### src/hw/rtl/named_value_store_lru_defines.svh
// Assertion macros shared by the named value store.
`ifndef NAMED_VALUE_STORE_LRU_DEFINES_SVH
`define NAMED_VALUE_STORE_LRU_DEFINES_SVH

// The consequent must hold in the same cycle as the antecedent.
`define NVS_ASSERT_SAME(label, ante, cons) \
    label: assert property (@(posedge clk) disable iff (!rst_n) (ante) |-> (cons)) \
        else $error("nvs assertion failed");

// The consequent must hold in the cycle after the antecedent.
`define NVS_ASSERT_NEXT(label, ante, cons) \
    label: assert property (@(posedge clk) disable iff (!rst_n) (ante) |=> (cons)) \
        else $error("nvs assertion failed");

`endif

### src/hw/rtl/nvs_pkg.sv
// Types, codes and defaults of the named value store.
package nvs_pkg;
    localparam int NAME_W = 192;
    localparam int VAL_W = 64;
    localparam int CMD_W = 3;
    localparam int ST_W = 3;

    localparam int DEF_PERSIST_SLOTS = 64;
    localparam int DEF_TEMP_SLOTS = 32;
    localparam int DEF_NAME_BYTES = 24;

    localparam logic [CMD_W-1:0] CMD_GET = 3'd0;
    localparam logic [CMD_W-1:0] CMD_SET = 3'd1;
    localparam logic [CMD_W-1:0] CMD_UNSET = 3'd2;
    localparam logic [CMD_W-1:0] CMD_UNSET_ALL = 3'd3;
    localparam logic [CMD_W-1:0] CMD_IS_DEF = 3'd4;

    localparam logic [ST_W-1:0] ST_OK = 3'd0;
    localparam logic [ST_W-1:0] ST_NOT_FOUND = 3'd1;
    localparam logic [ST_W-1:0] ST_READ_ONLY = 3'd2;
    localparam logic [ST_W-1:0] ST_FWD_ARCH = 3'd3;
    localparam logic [ST_W-1:0] ST_FWD_SYMBOL = 3'd4;
    localparam logic [ST_W-1:0] ST_NO_SLOT = 3'd5;

    localparam logic [7:0] CH_TEMP = 8'h5F;
    localparam logic [7:0] CH_ARCH = 8'h24;
    localparam logic [7:0] CH_SYMBOL = 8'h40;

    typedef logic [NAME_W-1:0] name_t;
endpackage

### src/hw/rtl/nvs_canon.sv
// Name canonicalizer: keeps the first NAME_BYTES-1 bytes up to the first zero byte.
module nvs_canon import nvs_pkg::*; #(
    parameter int NAME_BYTES = DEF_NAME_BYTES
) (
    input  logic [63:0] word0,
    input  logic [63:0] word1,
    input  logic [63:0] word2,
    output name_t       name
);
    logic [NAME_W-1:0] raw;

    assign raw = {word2, word1, word0};

    always_comb
    begin
        logic ended;
        logic [7:0] b;
        ended = 1'b0;
        name = '0;
        for (int i = 0; i < NAME_W / 8; i++)
        begin
            b = raw[i*8 +: 8];
            if (ended || (i + 1 >= NAME_BYTES))
            begin
                b = 8'd0;
            end
            if (b == 8'd0)
            begin
                ended = 1'b1;
            end
            name[i*8 +: 8] = b;
        end
    end
endmodule

### config.mk
export PLATFORM = sky130hd
export DESIGN_NAME = nvs_canon
export DESIGN_NICKNAME = d
export VERILOG_FILES = /design/src/hw/rtl/named_value_store_lru_defines.svh /design/src/hw/rtl/nvs_pkg.sv /design/src/hw/rtl/nvs_canon.sv
export SDC_FILE = /design/constraint.sdc
export NUM_CORES = 1
export LEC_CHECK = 0
export ABC_AREA = 1
export BUFFER_PORTS_ARGS = -buffer_cell sky130_fd_sc_hd__buf_2
export CAP_MARGIN = 20
export CORE_AREA = 2 2 148 150
export DETAILED_ROUTE_END_ITERATION = 8
export DIE_AREA = 0 0 150 152
export GPL_ROUTABILITY_DRIVEN = 0
export SKIP_LAST_GASP = 1
export SYNTH_ARGS = -nofsm -noshare
export SYNTH_HDL_FRONTEND = slang
export SYNTH_SLANG_ARGS = --single-unit
export TNS_END_PERCENT = 50
### constraint.sdc
create_clock -name vclk -period 7.3
set_input_delay 0.73 -clock vclk [all_inputs]
set_output_delay 0.73 -clock vclk [all_outputs]
set_load 0.05 [all_outputs]
==> results.sh <==
export IMPL_synth_seq_area_share=0
export IMPL_yosys_top_cells_area="inv_1, nor2_1, o41ai_1"
export IMPL_startpoint_type="primary input"
export IMPL_fin_cells=1154
export IMPL_wl_met1_microns=4380
export IMPL_tns_ps=-1320
export IMPL_cts_hold_buffers=0
export IMPL_netlist_area_sq_um=2220
export IMPL_start_util=0.104
export IMPL_ys_warn_count=0
export IMPL_worstPathRequired_ps=6570
export IMPL_crit_top_cell="buf_4"
export IMPL_cp_depth=51
export IMPL_setup_viol=9
export IMPL_hp_class="in -> out"
export IMPL_nets=1066
export IMPL_grt_usage=0.112
export IMPL_drt_iter0_markers=125
export IMPL_post_route_min_period_ps=7500
export IMPL_drc=0
export IMPL_dp_cells=1108
export IMPL_port_buffers=368
export IMPL_seq_area_sq_um=0
export IMPL_overflow=0
export IMPL_place_ws_ps=-383
export IMPL_crit_slowest_cell="buf_2"
export IMPL_yosysTopAreaCell="inv_1"
export IMPL_cp_arrival_ps=6770
export IMPL_grt_pass1_vias=4178
export IMPL_syn2layout_area_growth_pct=138
export IMPL_final_hold_violation_count=0
export IMPL_die_area_sq_um=22800
export IMPL_avgSynthCellArea_sq_um=4.79
export IMPL_outcome="finished with violations"
export IMPL_worst_path_max_fanout=8
export IMPL_route_met3_wl_microns=1140
export IMPL_finalMaxSlewViolations=0
export IMPL_rsz0062_at_grt="true"
export IMPL_wl_met2_microns=7970
export IMPL_hold_slack_ps=1770
export IMPL_num_rows=54
export IMPL_slowest_delay_ps=210
export IMPL_wl_per_cell_microns=12.3
export IMPL_cap_violations=0
export IMPL_drt_pass1_iterations=4
export IMPL_seq_cells=0
export IMPL_nFillCells=2379
export IMPL_cp_num_buf_inv=40
export IMPL_wl_microns=14200
export IMPL_relSlewSlack=0.514
export IMPL_min_from="word0[1]"
export IMPL_post_route_util=0.248
export IMPL_final_antenna_net_count=0
export IMPL_die_y_microns=152
export IMPL_crit_end="name[39]"
export IMPL_dp_hpwl_microns=11500
export IMPL_max_freq_mhz=133
export IMPL_antenna_found_initial=2
export IMPL_synthCells=463
export IMPL_yosys_area_top_type_share=0.318
export IMPL_p_per_area_nw_per_um2=79.9
export IMPL_clkbuf_count=0
export IMPL_violations="setup timing"
export IMPL_tightestPinTransition_ps=727
export IMPL_pin_count=384
export IMPL_grt_max_degree=9
export IMPL_drive_above_1_share=0.584
export IMPL_core_sq_um=21400
export IMPL_setup_ws_ps=-201
export IMPL_grt_pass1_wl_microns=20500
export IMPL_p_leak_uw=0.00375
export IMPL_synth_cells_most_frequent="inv_1, nor2_1, o41ai_1"
export IMPL_top_layer_used="met4"
export IMPL_num_vias=4231
export IMPL_irDropWorstVdd_mv=0.0397
export IMPL_die_x_microns=150
export IMPL_crit_path_end_kind="primary output"
export IMPL_critical_path_class="in -> out"
export IMPL_synth_cell_types=16
export IMPL_synth_most_common_cell="inv_1"
export IMPL_post_route_period_util=1.03
export IMPL_vias_per_cell=3.67
export IMPL_startpoint="word0[7]"
export IMPL_path_delay_family="buffers and inverters"
[cell families after synthesis]
logic type,synth area share
buf+inv,0.391
compound gates,0.243
other cells,0.00169
simple gates,0.365
[per-layer routing]
layer / vias up / GRT usage
li1: 2125 / -
met1: 1825 / 0.0944
met2: 255 / 0.247
met3: 26 / 0.0135
met4: 0 / 0.0490
met5: - / 0
[layout make-up]
cell class	instances	area (sq um)	share of cell area
inverter	196	739	0.140
antenna	2	5.00	0.000947
timing repair buffer	419	2310	0.437
multi-input combinational	257	1880	0.356
tap	280	350	0.0663
[where the power goes]
| part | internal, uW | switching (uW) |
|---|---|---|
| clock network | 0.0000368 | 0 |
| registers | 0 | 0 |
| logic | 109 | 313 |
| total | 109 | 313 |
[metrics by stage]
| step | area, sq um | power [uW] |
|---|---|---|
| after floorplan | 2240 | 268 |
| after global placement | 4360 | 390 |
| after detailed placement | 4360 | 392 |
| after CTS | 5160 | 415 |
| after global routing | 5290 | 445 |
| final | 5290 | 422 |
[worst min-delay path by stage]
stage	end	cells after the start
final	name[1]	2
after global routing	name[3]	2
after CTS	name[6]	2
after detailed placement	name[6]	2
after global placement	name[1]	2
after floorplan	name[176]	2
[placed cells by master, fill, tap and decap left out]
master,instances
buf_2,356
inv_1,187
nor2_1,166
buf_4,48
o41ai_4,22
nand2_2,18
o41ai_2,18
buf_6,15
a21oi_2,12
conb_1,8
nor2_2,7
inv_2,6
nand2_4,4
diode_2,2
nor2_4,2
clkinv_1,2
clkinvlp_4,1
[timing repair]
item | 4_1_cts | 5_1_grt
pin swaps | 28 | 10
endpoints found under the hold margin | 0 | 0
gates resized for setup | 72 | 27
setup buffers | 41 | 3
endpoints found under the setup margin | 32 | 40
gates cloned | 0 | 0
(Power assumes the default switching activity.)
